$ cat src/hdl/cial_pkg.sv
// Shared constants and operation codes for the complex integer ALU.
`default_nettype none
package cial_pkg;
    localparam int OPERAND_WIDTH_DEF = 16;
    localparam int CMD_W = 2;
    localparam int RES_W = 33;
    // Passthrough bundle carried alongside the divider: cmd, early results, signs, zero flag.
    localparam int TAG_W = CMD_W + 2 * RES_W + 3;

    localparam logic [CMD_W-1:0] CMD_ADD = 2'd0;
    localparam logic [CMD_W-1:0] CMD_SUB = 2'd1;
    localparam logic [CMD_W-1:0] CMD_MUL = 2'd2;
    localparam logic [CMD_W-1:0] CMD_DIV = 2'd3;

    typedef struct packed {
        logic                    zero;
        logic                    neg_im;
        logic                    neg_re;
        logic signed [RES_W-1:0] er_im;
        logic signed [RES_W-1:0] er_re;
        logic [CMD_W-1:0]        cmd;
    } tag_t;
endpackage
`default_nettype wire

$ cat src/hdl/cial_front.sv
// Front end: operand products, then sums, signs and squared divisor magnitude.
`default_nettype none
module cial_front #(
    parameter int OPERAND_WIDTH = cial_pkg::OPERAND_WIDTH_DEF
) (
    input  wire                                  aclk,
    input  wire                                  aresetn,
    input  wire                                  in_valid,
    output logic                                 in_ready,
    input  wire  [cial_pkg::CMD_W-1:0]           in_cmd,
    input  wire  signed [OPERAND_WIDTH-1:0]      in_a_re,
    input  wire  signed [OPERAND_WIDTH-1:0]      in_a_im,
    input  wire  signed [OPERAND_WIDTH-1:0]      in_b_re,
    input  wire  signed [OPERAND_WIDTH-1:0]      in_b_im,
    output logic                                 out_valid,
    input  wire                                  out_ready,
    output cial_pkg::tag_t                       out_tag,
    output logic [2*OPERAND_WIDTH-1:0]           out_mag_re,
    output logic [2*OPERAND_WIDTH-1:0]           out_mag_im,
    output logic [2*OPERAND_WIDTH-1:0]           out_den
);
    import cial_pkg::*;

    localparam int W = OPERAND_WIDTH;
    localparam int P = 2 * W;

    // stage A: products and add/sub
    logic                    va_reg;
    logic [CMD_W-1:0]        cmd_a_reg;
    logic signed [P-1:0]     p_rr_reg, p_ii_reg, p_ri_reg, p_ir_reg, p_bb_reg, p_cc_reg;
    logic signed [RES_W-1:0] as_re_reg, as_im_reg;
    logic                    ready_a;

    // stage B
    logic                    vb_reg;
    tag_t                    tag_b_reg;
    logic [P-1:0]            mag_re_reg, mag_im_reg, den_reg;
    logic                    ready_b;

    logic signed [W:0]       as_re_next, as_im_next;
    logic signed [P:0]       mul_re, mul_im, num_re, num_im;
    logic signed [P:0]       abs_re, abs_im;
    logic [P:0]              den_sum;
    tag_t                    tag_next;

    assign ready_b  = !vb_reg || out_ready;
    assign ready_a  = !va_reg || ready_b;
    assign in_ready = ready_a;

    always_comb begin
        if (in_cmd == CMD_SUB) begin
            as_re_next = (W+1)'(in_a_re) - (W+1)'(in_b_re);
            as_im_next = (W+1)'(in_a_im) - (W+1)'(in_b_im);
        end else begin
            as_re_next = (W+1)'(in_a_re) + (W+1)'(in_b_re);
            as_im_next = (W+1)'(in_a_im) + (W+1)'(in_b_im);
        end
    end

    always_ff @(posedge aclk) begin
        if (!aresetn) begin
            va_reg <= 1'b0;
        end else if (ready_a) begin
            va_reg <= in_valid;
        end
        if (ready_a && in_valid) begin
            cmd_a_reg <= in_cmd;
            p_rr_reg  <= P'(in_a_re) * P'(in_b_re);
            p_ii_reg  <= P'(in_a_im) * P'(in_b_im);
            p_ri_reg  <= P'(in_a_re) * P'(in_b_im);
            p_ir_reg  <= P'(in_a_im) * P'(in_b_re);
            p_bb_reg  <= P'(in_b_re) * P'(in_b_re);
            p_cc_reg  <= P'(in_b_im) * P'(in_b_im);
            as_re_reg <= RES_W'(as_re_next);
            as_im_reg <= RES_W'(as_im_next);
        end
    end

    always_comb begin
        mul_re  = (P+1)'(p_rr_reg) - (P+1)'(p_ii_reg);
        mul_im  = (P+1)'(p_ri_reg) + (P+1)'(p_ir_reg);
        num_re  = (P+1)'(p_rr_reg) + (P+1)'(p_ii_reg);
        num_im  = (P+1)'(p_ir_reg) - (P+1)'(p_ri_reg);
        den_sum = (P+1)'(unsigned'(p_bb_reg)) + (P+1)'(unsigned'(p_cc_reg));
        abs_re  = num_re[P] ? -num_re : num_re;
        abs_im  = num_im[P] ? -num_im : num_im;

        tag_next.cmd    = cmd_a_reg;
        tag_next.zero   = (den_sum == '0);
        tag_next.neg_re = num_re[P];
        tag_next.neg_im = num_im[P];
        if (cmd_a_reg == CMD_MUL) begin
            tag_next.er_re = RES_W'(mul_re);
            tag_next.er_im = RES_W'(mul_im);
        end else begin
            tag_next.er_re = as_re_reg;
            tag_next.er_im = as_im_reg;
        end
    end

    always_ff @(posedge aclk) begin
        if (!aresetn) begin
            vb_reg <= 1'b0;
        end else if (ready_b) begin
            vb_reg <= va_reg;
        end
        if (ready_b && va_reg) begin
            tag_b_reg  <= tag_next;
            mag_re_reg <= abs_re[P-1:0];
            mag_im_reg <= abs_im[P-1:0];
            den_reg    <= den_sum[P-1:0];
        end
    end

    assign out_valid  = vb_reg;
    assign out_tag    = tag_b_reg;
    assign out_mag_re = mag_re_reg;
    assign out_mag_im = mag_im_reg;
    assign out_den    = den_reg;
endmodule
`default_nettype wire

$ cat config.mk
export PLATFORM = sky130hd
export DESIGN_NAME = cial_front
export DESIGN_NICKNAME = d
export VERILOG_FILES = /design/src/hdl/cial_pkg.sv /design/src/hdl/cial_front.sv
export SDC_FILE = /design/constraint.sdc
export NUM_CORES = 2
export LEC_CHECK = 0
export ABC_AREA = 1
export BUFFER_PORTS_ARGS = -buffer_cell sky130_fd_sc_hd__buf_2
export CAP_MARGIN = 10
export CORE_MARGIN = 2
export CORE_UTILIZATION = 55
export DETAILED_ROUTE_END_ITERATION = 8
export PLACE_DENSITY = 0.72
export SYNTH_ARGS = -nofsm -noshare
export SYNTH_HDL_FRONTEND = slang
export SYNTH_SLANG_ARGS = --single-unit
$ cat constraint.sdc
create_clock -name aclk -period 13.63 [get_ports aclk]
set_clock_uncertainty 0.15 [all_clocks]
set_input_delay 1.363 -clock aclk [delete_from_list [all_inputs] [get_ports aclk]]
set_output_delay 1.363 -clock aclk [all_outputs]
set_load 0.01 [all_outputs]
==> results_dict.tcl <==
set metrics [dict create \
    ctsHoldBuffers 0 \
    slew_headroom 0.2695 \
    synth_area_leaders "fa_1 35%, edfxtp_1 14%, inv_1 13%" \
    final_util 0.5823 \
    ys_async_sr_fraction 0 \
    fill_cells 14110 \
    dieArea_um2 160200 \
    rr_startpoint "p_ri_reg[20]" \
    synth_edf_count 393 \
    clk_path_buf_depth 3 \
    setup_violations 0 \
    max_freq_ghz 0.1296 \
    die_h_um 400.2 \
    finalCriticalPeriod_ns 7.714 \
    rows 145 \
    worstMarginPinSlew_ns 1.096 \
    drc 0 \
    cts_setup_buffers 0 \
    top_layer "met5" \
    syn_to_final_growth_pct 5.224 \
    clock_sinks 395 \
    avgSynthCellArea_um2 8.128 \
    largest_reg_flops 71 \
    h-tree-depth 2 \
    start_util 0.5534 \
    cp_top_family "adder cells" \
    critPathBufInv 5 \
    fin_nets 12940 \
    grt_max_degree 92 \
    timing.rr.end "out_mag_im[14]" \
    grt_antenna_before_repair 12 \
    worstHoldEndpoint "out_tag[1]" \
    r2r_cells 14 \
    drt-initial-drc-count 5288 \
    rrSetupSlack_ns 9.83 \
    outcome "completed" \
    crit_path_end_kind "flop" \
    wirelength_mm 243.6 \
    clk_pin_slew_ns 0.06 \
    min_from "cmd_a_reg[1]" \
    dpl.cell_count 12630 \
    cap_violations 0 \
    cp_slowest_cell "fa_1" \
    min_path_cells 0 \
    grt_usage 0.3116 \
    grt_overflow_total 0 \
    wl_per_cell_um 19.14 \
    cts_resized 0 \
    syn_area_um2 86350 \
    cp_data_arrival_time_ns 7.92 \
    cpMostUsedCell "fa_1" \
    cts-root-buf "clkbuf_16" \
    ys_top_cells_by_count "2,978 x inv_1, 2,412 x nand2_1, 1,520 x fa_1" \
    hold_violations 0 \
    seq_area_frac_synth 0.1371 \
    viasPerCell 5.323 \
    place_hpwl_mm 196.3 \
    routabilityCongestion 0.9589 \
    rsz0062_at_grt "no" \
    synth_top_area_frac 0.3524 \
    cts_made_buffers 52 \
    syn_nets 12930 \
    dr_wl_met3_mm 22.26 \
    startpoint_type "input port" \
    required_ns 13.84 \
    path_class "input port to flop" \
    hp-class "flop to flop" \
    fin_crit_sh 0.5660 \
    grt_pass1_vias 71160 \
    clk_latency_ns 0.65 \
    die_w_um 400.2 \
    synth_top_flop_cell "edfxtp_1" \
    ys_seq_elements 395 \
    cp.depth 18 \
    netlist_instances 10620 \
    grt_pass1_wl_mm 390.5 \
    hold_slack_ns 0.3069 \
    ios 239 \
    synth.most_common_cell "inv_1" \
    core_um2 156000 \
    synth_top_cell_by_area "fa_1" \
    drive_gt1_frac 0.05334 \
    cts_tree "yes" \
    yosys_warnings 0 \
    dr.pass1.iters 8 \
    worstPathCellList "buf_2, buf_4, nand2_1, inv_1, fa_1, fa_1, fa_1, inv_1, fa_1, inv_1, fa_1, fa_1, ha_1, a21oi_1, o21ai_0, a21oi_1, o221ai_1, xor2_1" \
    dr_wl_met2_mm 110.5 \
    slew_viol_final 0 \
    io_buffers 238 \
    m1WireLength_mm 100.6 \
    synth_cell_types 64 \
    crit_path_max_fanout 51 \
    vias 67750 \
    fin_cells 12730 \
    timing.setup.tns_ns 0 \
    ant_nets 0 \
    max_stage_delay_ns 0.96 \
]
[worst max-delay path by stage]
stage,start,endpoint,slack [ns]
after global placement,in_b_im[7],p_cc_reg[28],5.43
after detailed placement,in_b_im[7],p_cc_reg[28],5.38
after floorplan,out_ready,out_den[0],3.31
after global routing,in_b_im[2],p_cc_reg[28],5.67
after CTS,in_b_im[7],p_cc_reg[28],6.06
final,in_b_im[1],p_ii_reg[31],5.92
[logic make-up after synthesis]
logic type | Yosys count | synth area share
XOR/XNOR | 403 | 0.04270
AO/OA/AOI/OAI | 850 | 0.05506
buffers and inverters | 3349 | 0.1480
AND/OR/NAND/NOR | 3385 | 0.1603
adder cells (fa/ha/maj) | 2241 | 0.4569
flip-flops | 395 | 0.1371
[worst reg2reg max path: cells and delay by family, from the launching register on]
kind / cells / cell delay, ns
buffers and inverters: 2 / 0.37
AO/OA/AOI/OAI: 1 / 0.08
AND/OR/NAND/NOR: 9 / 1.71
XOR/XNOR: 1 / 0.23
adder cells (fa/ha/maj): 1 / 0.46
flip-flops: 1 / 0.59
[per-stage QoR]
stage | instance area, µm² | setup slack, ns
CTS | 90850 | 6.064
finish | 90860 | 5.916
floorplan | 86350 | 3.312
global route | 90850 | 5.673
global placement | 89060 | 5.428
detailed placement | 89060 | 5.383
[layer usage]
layer	track usage	vias up
li1	-	31240
met1	0.4282	33300
met2	0.4954	2718
met3	0.05717	481
met4	0.1121	14
met5	0	-
[layout make-up]
cell class              instances  area, µm²  share of cell area
diodes                          3      7.507          0.00008263
clock buffers                  58       1345             0.01480
clock inverters                36      445.4            0.004902
inverters                    3008      11300              0.1244
multi-input cells            6879      61750              0.6796
flip-flops and latches        395      11840              0.1303
well taps                    2058       2575             0.02834
repair buffers                292       1599             0.01760
[cell usage in the layout, fill, tap and decap left out, drive strengths merged, types with 76 or more instances in the layout]
cell    count
nand3     240
xnor2     118
fa       1520
ha        721
buf       292
nand2    2459
a21oi     414
edfxtp    393
xor2      285
inv      3012
nand4      76
o21ai     254
nor2      510
Power is left out: the tool's default activity adds up to more than one toggle a clock period on the data nets, which glitch-free logic cannot reach.
