$ cat src/hdl/cial_pkg.sv
// Shared constants and operation codes for the complex integer ALU.
`default_nettype none
package cial_pkg;
    localparam int OPERAND_WIDTH_DEF = 16;
    localparam int CMD_W = 2;
    localparam int RES_W = 33;
    // Passthrough bundle carried alongside the divider: cmd, early results, signs, zero flag.
    localparam int TAG_W = CMD_W + 2 * RES_W + 3;

    localparam logic [CMD_W-1:0] CMD_ADD = 2'd0;
    localparam logic [CMD_W-1:0] CMD_SUB = 2'd1;
    localparam logic [CMD_W-1:0] CMD_MUL = 2'd2;
    localparam logic [CMD_W-1:0] CMD_DIV = 2'd3;

    typedef struct packed {
        logic                    zero;
        logic                    neg_im;
        logic                    neg_re;
        logic signed [RES_W-1:0] er_im;
        logic signed [RES_W-1:0] er_re;
        logic [CMD_W-1:0]        cmd;
    } tag_t;
endpackage
`default_nettype wire

$ cat src/hdl/cial_dstage.sv
// One restoring-division stage: resolves one quotient bit for both parts.
`default_nettype none
module cial_dstage #(
    parameter int OPERAND_WIDTH = cial_pkg::OPERAND_WIDTH_DEF,
    parameter int BIT           = 0
) (
    input  wire                              aclk,
    input  wire                              aresetn,
    input  wire                              in_valid,
    output logic                             in_ready,
    input  wire  cial_pkg::tag_t             in_tag,
    input  wire  [2*OPERAND_WIDTH-1:0]       in_rem_re,
    input  wire  [2*OPERAND_WIDTH-1:0]       in_rem_im,
    input  wire  [2*OPERAND_WIDTH-1:0]       in_den,
    input  wire  [OPERAND_WIDTH:0]           in_q_re,
    input  wire  [OPERAND_WIDTH:0]           in_q_im,
    output logic                             out_valid,
    input  wire                              out_ready,
    output cial_pkg::tag_t                   out_tag,
    output logic [2*OPERAND_WIDTH-1:0]       out_rem_re,
    output logic [2*OPERAND_WIDTH-1:0]       out_rem_im,
    output logic [2*OPERAND_WIDTH-1:0]       out_den,
    output logic [OPERAND_WIDTH:0]           out_q_re,
    output logic [OPERAND_WIDTH:0]           out_q_im
);
    import cial_pkg::*;

    localparam int N = 2 * OPERAND_WIDTH;
    localparam int Q = OPERAND_WIDTH + 1;
    localparam int E = N + Q;

    logic         v_reg;
    tag_t         tag_reg;
    logic [N-1:0] rem_re_reg, rem_im_reg, den_reg;
    logic [Q-1:0] q_re_reg, q_im_reg;

    logic [E-1:0] dsh, diff_re, diff_im;
    logic         ge_re, ge_im;
    logic [N-1:0] rem_re_next, rem_im_next;
    logic [Q-1:0] q_re_next, q_im_next;

    assign in_ready = !v_reg || out_ready;

    always_comb begin
        dsh       = E'(in_den) << BIT;
        ge_re     = E'(in_rem_re) >= dsh;
        ge_im     = E'(in_rem_im) >= dsh;
        diff_re   = E'(in_rem_re) - dsh;
        diff_im   = E'(in_rem_im) - dsh;
        rem_re_next = ge_re ? diff_re[N-1:0] : in_rem_re;
        rem_im_next = ge_im ? diff_im[N-1:0] : in_rem_im;
        q_re_next = in_q_re;
        q_im_next = in_q_im;
        q_re_next[BIT] = ge_re;
        q_im_next[BIT] = ge_im;
    end

    always_ff @(posedge aclk) begin
        if (!aresetn) begin
            v_reg <= 1'b0;
        end else if (in_ready) begin
            v_reg <= in_valid;
        end
        if (in_ready && in_valid) begin
            tag_reg    <= in_tag;
            rem_re_reg <= rem_re_next;
            rem_im_reg <= rem_im_next;
            den_reg    <= in_den;
            q_re_reg   <= q_re_next;
            q_im_reg   <= q_im_next;
        end
    end

    assign out_valid  = v_reg;
    assign out_tag    = tag_reg;
    assign out_rem_re = rem_re_reg;
    assign out_rem_im = rem_im_reg;
    assign out_den    = den_reg;
    assign out_q_re   = q_re_reg;
    assign out_q_im   = q_im_reg;
endmodule
`default_nettype wire

$ cat config.mk
export PLATFORM = sky130hd
export DESIGN_NAME = cial_dstage
export DESIGN_NICKNAME = d
export VERILOG_FILES = /design/src/hdl/cial_pkg.sv /design/src/hdl/cial_dstage.sv
export SDC_FILE = /design/constraint.sdc
export NUM_CORES = 1
export LEC_CHECK = 0
export BUFFER_PORTS_ARGS = -buffer_cell sky130_fd_sc_hd__buf_2
export CORE_MARGIN = 5
export CORE_UTILIZATION = 29
export DETAILED_ROUTE_END_ITERATION = 7
export PLACE_DENSITY = 0.6
export SYNTH_ARGS = -nofsm -noshare
export SYNTH_HDL_FRONTEND = slang
export SYNTH_SLANG_ARGS = --single-unit
$ cat constraint.sdc
create_clock -name aclk -period 7.4 [get_ports aclk]
set_input_delay 1.11 -clock aclk [delete_from_list [all_inputs] [get_ports aclk]]
set_output_delay 1.11 -clock aclk [all_outputs]
set_load 0.1 [all_outputs]
==> flow_summary.toml, run 1 <==
[cts]
cts_buffers = 23
clock_path_buffers = 3
cts.sinks = 202
cts-resized-gates = 0
h-tree-depth = 1
post-cts-setup-buffers = 0
ctsRootBufferMaster = "clkbuf_16"
postCtsHoldBufs = 0
cts_tree = "yes"
clk_latency_ps = 510
path_clk_slew_ps = 60

[die]
die_x_um = 200
die_area_mm2 = 0.0402
initial_core_util = 0.295
dieHeight_um = 200
ios = 408
coreArea_mm2 = 0.0357
row_count = 69

[placed_design]
placedCellCount = 1727
place_congestion = 0.891
port_buffers = 405
dp_hpwl_um = 29500
dp_slack_ps = 2600
place_area_mm2 = 0.0130

[timing]
max_freq_mhz = 235
fin_ws_ps = 3140
fin_crit_sh = 0.575
drv_slew = 0
period_needed_ps = 4260
fin_setup_tns_ps = 0
finalSetupViolCount = 0
whs_ps = 537
maxSlewHeadroom = 0.337
tightest_slew_ps = 995
clock_skew_ps = 9.38
grt_setup_unrepaired = "no"
hold_violations = 0

[yosys]
avgSynthCellArea_um2 = 11.9
yosys_warnings = 0
postSynthCellCount = 884
yosys.area.top_type = "edfxtp_1"
netlist_top_cells_count = "edfxtp_1, a21oi_1, nor2_1, ha_1, inv_1"
synth_flop_cell = "edfxtp_1"
ys_ff_latch = 202
synth_area_mm2 = 0.0105
synth_nets = 1155
netlist.area_leader.share = 0.574
ys_seq_area_frac = 0.576
ys_types = 65
synth_edf_count = 201
synthTopCellsByArea = "edfxtp_1, ha_1, a21oi_1"
async_reset_ff_frac = 0
post-synth-top-count-cell = "edfxtp_1"

[power_and_ir_drop]
p_per_area_mw_per_mm2 = 278
fin_total_pwr_mw = 3.84
power.leakage_nw = 5.94
irDropWorstVdd_mv = 0.142

[min_path]
holdCritPathClass = "reg2reg"

[setup_path]
crit_buf_inv = 3
critPathSlowestCell = "o41ai_4"
cp_slowest_stage_delay_ps = 630
cp-end-kind = "flop"
worstPathArrival_ps = 4520
critPathTopFamily = "compound AO/OA/AOI/OAI gates"
crit_required_ps = 7660
crit_fanout = 46
path_cells = "buf_2 > inv_1 > ha_1 > fa_1 > nor2b_1 > o31a_1 > o41a_1 > o21bai_1 > a211oi_2 > o41ai_4 > buf_4 > mux2_4"
crit_type = "in2reg"
worstSetupStartpointType = "input port"

[job]
maxCapViolations = 0

[global_route]
antenna_found_initial = 9
globalRouteOverflowTotal = 0
grt_max_degree = 80
first_global_vias = 8518
grtUsageTotal = 0.169
grt_pass1_wl_um = 52600

[routing]
vias = 8559
first_pass_iters = 7
ant_nets = 0
avgViaCountPerCell = 4.84
drc_errors = 0
drtIter0Drc = 359
wl_per_cell_um = 20.3
drt-total-wl_um = 36000

[final_layout]
stdcell_count = 1770
fin_nets = 1562
drive_gt1_frac = 0.363
post-route-cell-area_mm2 = 0.0138
final_util = 0.388
area_growth_pct = 31.6

[status]
run_status = "complete, no violations"
-- layer usage --
layer	share of wire	wire, um	global-route usage	vias up
li1	-	-	-	4132
met1	0.38	13700	0.186	4083
met2	0.53	18900	0.321	277
met3	0.066	2360	0.0468	53
met4	0.023	845	0.0430	14
met5	0.0032	115	0	-
-- worst reg2reg max path, cell delays in order (launching register included) --
cell	delay (ps)
dfxtp_1	310
nand2b_1	100
and2_4	350
buf_4	640
buf_4	690
-- state kept, by name, indices dropped and copies added (netlist names) --
signal      cells
out_tag        71
out_q_im       17
out_rem_re     32
out_q_re       17
out_den        32
out_rem_im     32
out_valid       1
-- report_power, final --
part | switching, mW | leakage [nW] | internal (mW)
registers | 0.0191 | 1.95 | 1.37
clock network | 0.468 | 0.394 | 0.750
logic | 0.964 | 3.60 | 0.270
-- placed cells by master, fill, tap and decap left out, types with 4 or more instances in the layout --
master / n
a31oi_1: 11
nand2b_1: 8
o31ai_1: 5
bufinv_16: 5
a21oi_1: 104
edfxtp_1: 201
nor3_1: 14
inv_1: 51
buf_2: 405
a21o_1: 18
or3_1: 4
xnor2_1: 29
nand3_1: 17
buf_4: 5
nand4_1: 14
nand2_1: 43
and3_1: 4
nor2_1: 93
o21bai_1: 12
o21ai_0: 29
o31a_1: 5
xor2_1: 25
a211oi_1: 8
nor2b_1: 9
mux2_2: 9
a21boi_0: 4
clkbuf_16: 23
o21a_1: 12
ha_1: 64
a2111oi_0: 4
mux2_4: 7
and2_1: 7
-- final timing paths --
path	cells past startpoint	endpoint	slack, ps	start
worst max-delay path	12	out_rem_im[7]$_DFFE_PP_	3140	in_rem_im[0]
worst max register to register	4	out_rem_re[20]$_DFFE_PP_	4930	out_valid$_SDFFE_PN0N_
worst min-delay path	2	out_valid$_SDFFE_PN0N_	540	out_valid$_SDFFE_PN0N_
worst min register to register	2	out_valid$_SDFFE_PN0N_	540	out_valid$_SDFFE_PN0N_
-- final cells by class --
type | instances | area, um2
Timing Repair Buffer | 410 | 2060
Antenna cell | 2 | 5.00
Inverter | 51 | 191
Multi-Input combinational cell | 603 | 4140
Clock buffer | 26 | 587
Clock inverter | 15 | 216
Tap cell | 461 | 577
Sequential cell | 202 | 6060
Fill cell | 3522 | 21800
-- cell families after synthesis --
family,synth area share
adders and majority gates,0.0800
AOI/OAI and AO/OA,0.152
xor gates and xnor gates,0.0450
DFF,0.576
and+or+nand+nor,0.0961
buffers and inverters,0.0319
muxes,0.0196
No activity file was read; power rests on OpenSTA's default activity.
==> inputs of run 2 (changes only) <==
clock period = 4.1 ns   (was 7.4 ns; I/O delays follow)
==> flow_summary.toml, run 2 (same netlist as run 1, synthesis figures left out) <==
[final_layout]
final_util = 0.390
final_cell_mix = "buf_2, edfxtp_1, a21oi_1"
fin_nets = 1573
regArea_mm2 = 0.00606
area_growth_pct = 32.4
final_common_cell = "buf_2"
post-route-cell-area_mm2 = 0.0139
multi_input_comb_area_mm2 = 0.00414
largest_reg_flops = 71
fillers = 3464
drive_gt1_frac = 0.370

[power_and_ir_drop]
irDropWorstVdd_mv = 0.247
p_per_area_mw_per_mm2 = 491
power.leakage_nw = 5.99

[global_route]
grtUsageTotal = 0.169
antenna_found_initial = 9
first_global_vias = 8774
grt_pass1_wl_um = 53400
grt_max_degree = 64
globalRouteOverflowTotal = 0

[setup_path]
cp_slowest_stage_delay_ps = 580
cp-end-kind = "flop"
crit_buf_inv = 2
worstPathArrival_ps = 3420
crit_fanout = 7
worstSetupStartpointType = "input port"
crit_required_ps = 4360
critPathTopFamily = "compound AO/OA/AOI/OAI gates"
critPathSlowestCell = "a2111oi_0"
crit_type = "in2reg"
path_cells = "buf_2 > inv_1 > ha_1 > a21oi_1 > o21ai_1 > a2111oi_0 > o221ai_1 > nor2_1 > o21ai_0 > a2111o_1 > o221a_2"

[cts]
cts_buffers = 22
cts.sinks = 202
ctsRootBufferMaster = "clkbuf_16"
post-cts-setup-buffers = 0
postCtsHoldBufs = 0
clk_latency_ps = 500
cts_tree = "yes"
cts-resized-gates = 0
clock_path_buffers = 3
h-tree-depth = 1
path_clk_slew_ps = 70

[timing]
tightest_slew_ps = 885
finalSetupViolCount = 0
max_freq_mhz = 316
grt_setup_unrepaired = "no"
drv_slew = 0
maxSlewHeadroom = 0.410
clock_skew_ps = 12.4
hold_violations = 0
period_needed_ps = 3160
fin_ws_ps = 938
fin_crit_sh = 0.771
fin_setup_tns_ps = 0

[placed_design]
port_buffers = 405
dp_hpwl_um = 29500
place_area_mm2 = 0.0132
dp_slack_ps = 469
place_congestion = 0.877

[min_path]
holdCritPathClass = "in2reg"

[job]
maxCapViolations = 0

[routing]
drc_errors = 0
wl_per_cell_um = 20.1
ant_nets = 0
routed.top_layer = "met5"
met3_length_um = 2660
wl_met2_um = 18700
drt-total-wl_um = 35800
vias = 8554
drtIter0Drc = 403
wl_met1_um = 13500
avgViaCountPerCell = 4.80
first_pass_iters = 5

[status]
run_status = "complete, no violations"

[die]
die_x_um = 200
die_area_mm2 = 0.0402
row_count = 69
dieHeight_um = 200
initial_core_util = 0.295
ios = 408
coreArea_mm2 = 0.0357
## run 2: layout make-up
| type | instances | share of cell area |
|---|---|---|
| antenna | 2 | 0.000360 |
| sequential | 202 | 0.435 |
| multi-input combinational | 603 | 0.298 |
| clock inverter | 16 | 0.0128 |
| inverter | 51 | 0.0138 |
| timing repair buffer | 422 | 0.157 |
| clock buffer | 24 | 0.0416 |
| tap | 461 | 0.0414 |
## run 2: metrics by stage
| stage | hold WS, ps | std cells | total power, mW |
|---|---|---|---|
| finish | 281 | 1781 | 6.84 |
| global route | 256 | 1780 | 7.13 |
| CTS | 257 | 1779 | 6.92 |
| detailed placement | 535 | 1739 | 4.82 |
| global placement | 513 | 1739 | 4.80 |
| floorplan | 714 | 884 | 4.33 |
## run 2: power by group
group	leakage, nW	total, mW	internal (mW)	switching (mW)
combinational	3.67	2.25	0.510	1.74
clock	0.372	2.07	1.22	0.850
sequential	1.95	2.51	2.48	0.0374
## run 2: routing by layer
| layer | global-route usage | vias up |
|---|---|---|
| met3 | 0.0544 | 49 |
| met2 | 0.315 | 263 |
| met4 | 0.0433 | 14 |
| met5 | 0 | - |
| met1 | 0.186 | 4071 |
| li1 | - | 4157 |
## run 2: worst paths after layout
path | start | end | slack [ps] | cells after the start
setup / recovery | in_den[12] | out_rem_im[31]$_DFFE_PP_ | 940 | 11
hold / removal | in_tag[41] | out_tag[41]$_DFFE_PP_ | 280 | 1
setup reg to reg | out_valid$_SDFFE_PN0N_ | out_rem_re[19]$_DFFE_PP_ | 2220 | 3
hold reg to reg | out_valid$_SDFFE_PN0N_ | out_valid$_SDFFE_PN0N_ | 540 | 2
## run 2: worst reg2reg max path, delay by kind of cell (launching register included)
family        cells  cell delay (ps)
flops             1              310
buf+inv           1              410
simple gates      2              840
==> inputs of run 3 (changes only) <==
PLACE_DENSITY = 0.62   (was 0.6)
clock period = 2.9 ns   (was 4.1 ns; I/O delays follow)
==> flow_summary.toml, run 3 (same netlist as run 1, synthesis figures left out) <==
[die]
row_count = 69
dieHeight_um = 200
initial_core_util = 0.295
die_area_mm2 = 0.0402
die_x_um = 200
ios = 408
coreArea_mm2 = 0.0357

[routing]
drtIter0Drc = 490
wl_per_cell_um = 19.2
avgViaCountPerCell = 4.72
first_pass_iters = 5
drc_errors = 0
ant_nets = 0
vias = 9267
drt-total-wl_um = 37700

[timing]
tightest_slew_ps = 621
fin_setup_tns_ps = 0
max_freq_mhz = 368
drv_slew = 0
grt_setup_unrepaired = "no"
fin_crit_sh = 0.936
maxSlewHeadroom = 0.589
clock_skew_ps = 10.6
period_needed_ps = 2710
whs_ps = 84.1
finalSetupViolCount = 0
hold_violations = 0

[setup_path]
worstPathArrival_ps = 2980
r2r_start = "out_valid$_SDFFE_PN0N_"
crit_fanout = 18
crit_type = "in2reg"
crit_required_ps = 3170
critPathLaunch = "in_rem_im[0]"
r2r_cells = 3
worstSetupStartpointType = "input port"
worst_r2r_endpoint = "out_rem_im[3]$_DFFE_PP_"
r2r_setup_slack_ps = 1280
cp-end-kind = "flop"
timing.critical_path.to = "out_rem_im[7]$_DFFE_PP_"

[global_route]
grt_max_degree = 57
grt_pass1_wl_um = 56700
grtUsageTotal = 0.179
first_global_vias = 9556
antenna_found_initial = 7
globalRouteOverflowTotal = 0

[placed_design]
place_congestion = 0.881
dp_hpwl_um = 31400
place_area_mm2 = 0.0146
port_buffers = 405

[power_and_ir_drop]
irDropWorstVdd_mv = 0.353
p_per_area_mw_per_mm2 = 679
power.leakage_nw = 6.93

[final_layout]
post-route-cell-area_mm2 = 0.0155
area_growth_pct = 47.3
final_cell_mix = "buf_2, edfxtp_1, buf_4"
drive_gt1_frac = 0.451
largest_reg_flops = 71
multi_input_comb_area_mm2 = 0.00417
regArea_mm2 = 0.00606
final_common_cell = "buf_2"
fin_nets = 1753
fillers = 3393

[cts]
cts.sinks = 202
path_clk_slew_ps = 60
clk_latency_ps = 520
cts_buffers = 24
cts_tree = "yes"
clock_path_buffers = 3
postCtsHoldBufs = 0
ctsRootBufferMaster = "clkbuf_16"
h-tree-depth = 1

[status]
run_status = "complete, no violations"

[min_path]
holdCritPathClass = "in2reg"

[job]
maxCapViolations = 0
==> run 3: changes by cell type in the layout (fill, tap and decap cells not counted), moves of 2 or more <==
cell,change
bufinv_16,+4
clkbuf_16,+2
inv_8,+2
buf_12,+3
clkinv_2,-2
buf_4,+175
clkinv_4,-2
==> run 3: how the worst min path moves through the flow <==
stage	startpoint	endpoint	slack (ps)	cells past startpoint
4_1_cts	in_tag[69]	out_tag[69]$_DFFE_PP_	60	1
6_report	in_tag[45]	out_tag[45]$_DFFE_PP_	80	1
3_5_place_dp	out_valid$_SDFFE_PN0N_	out_valid$_SDFFE_PN0N_	530	2
5_1_grt	in_tag[51]	out_tag[51]$_DFFE_PP_	60	1
3_3_place_gp	out_valid$_SDFFE_PN0N_	out_valid$_SDFFE_PN0N_	490	2
2_1_floorplan	in_den[0]	out_den[0]$_DFFE_PP_	530	0
==> run 3: layout make-up <==
class,count,share of cell area
antenna,3,0.000485
clock buffer,27,0.0409
clock inverter,17,0.0181
inverter,51,0.0128
multi-input combinational,603,0.269
sequential,202,0.391
tap,461,0.0372
timing repair buffer,600,0.230
==> run 3: report_power, final <==
| part | internal (mW) | leakage [nW] | switching [mW] |
|---|---|---|---|
| sequential | 3.50 | 1.95 | 0.0516 |
| combinational | 0.972 | 4.55 | 2.54 |
| clock | 2.21 | 0.440 | 1.24 |
| total | 6.68 | 6.93 | 3.84 |
==> run 3: what timing repair did <==
item                                    in CTS  in global routing
resized for setup                            0                  2
buffers inserted                             0                  0
endpoints found under the setup margin       0                  1
endpoints found under the hold margin        0                  0
==> run 3: per-layer routing <==
metal	up-vias	GRT usage	wire length [um]
met5	-	0	42
met4	8	0.0661	1340
met3	66	0.0449	2320
met2	281	0.325	19400
met1	4385	0.203	14700
li1	4527	-	-
==> run 3: worst max-delay path: stages <==
cell and delay, ps:
buf_2 140, inv_8 30, ha_4 150, fa_2 350, nor2b_1 150, o31a_1 200
o41a_1 160, o21bai_1 180, a211oi_2 110, buf_4 160, o41ai_4 380, buf_12 210
mux2_4 310
==> run 3: per-stage QoR <==
| stage | total power, mW | setup WS [ps] | std cells | util |
|---|---|---|---|---|
| floorplan | 6.13 | -11.4 | 884 | - |
| global placement | 7.11 | -378 | 1917 | 0.409 |
| detailed placement | 7.14 | -372 | 1917 | 0.409 |
| CTS | 10.6 | 188 | 1961 | 0.434 |
| global route | 11.0 | 0.655 | 1964 | 0.435 |
| finish | 10.5 | 185 | 1964 | 0.435 |
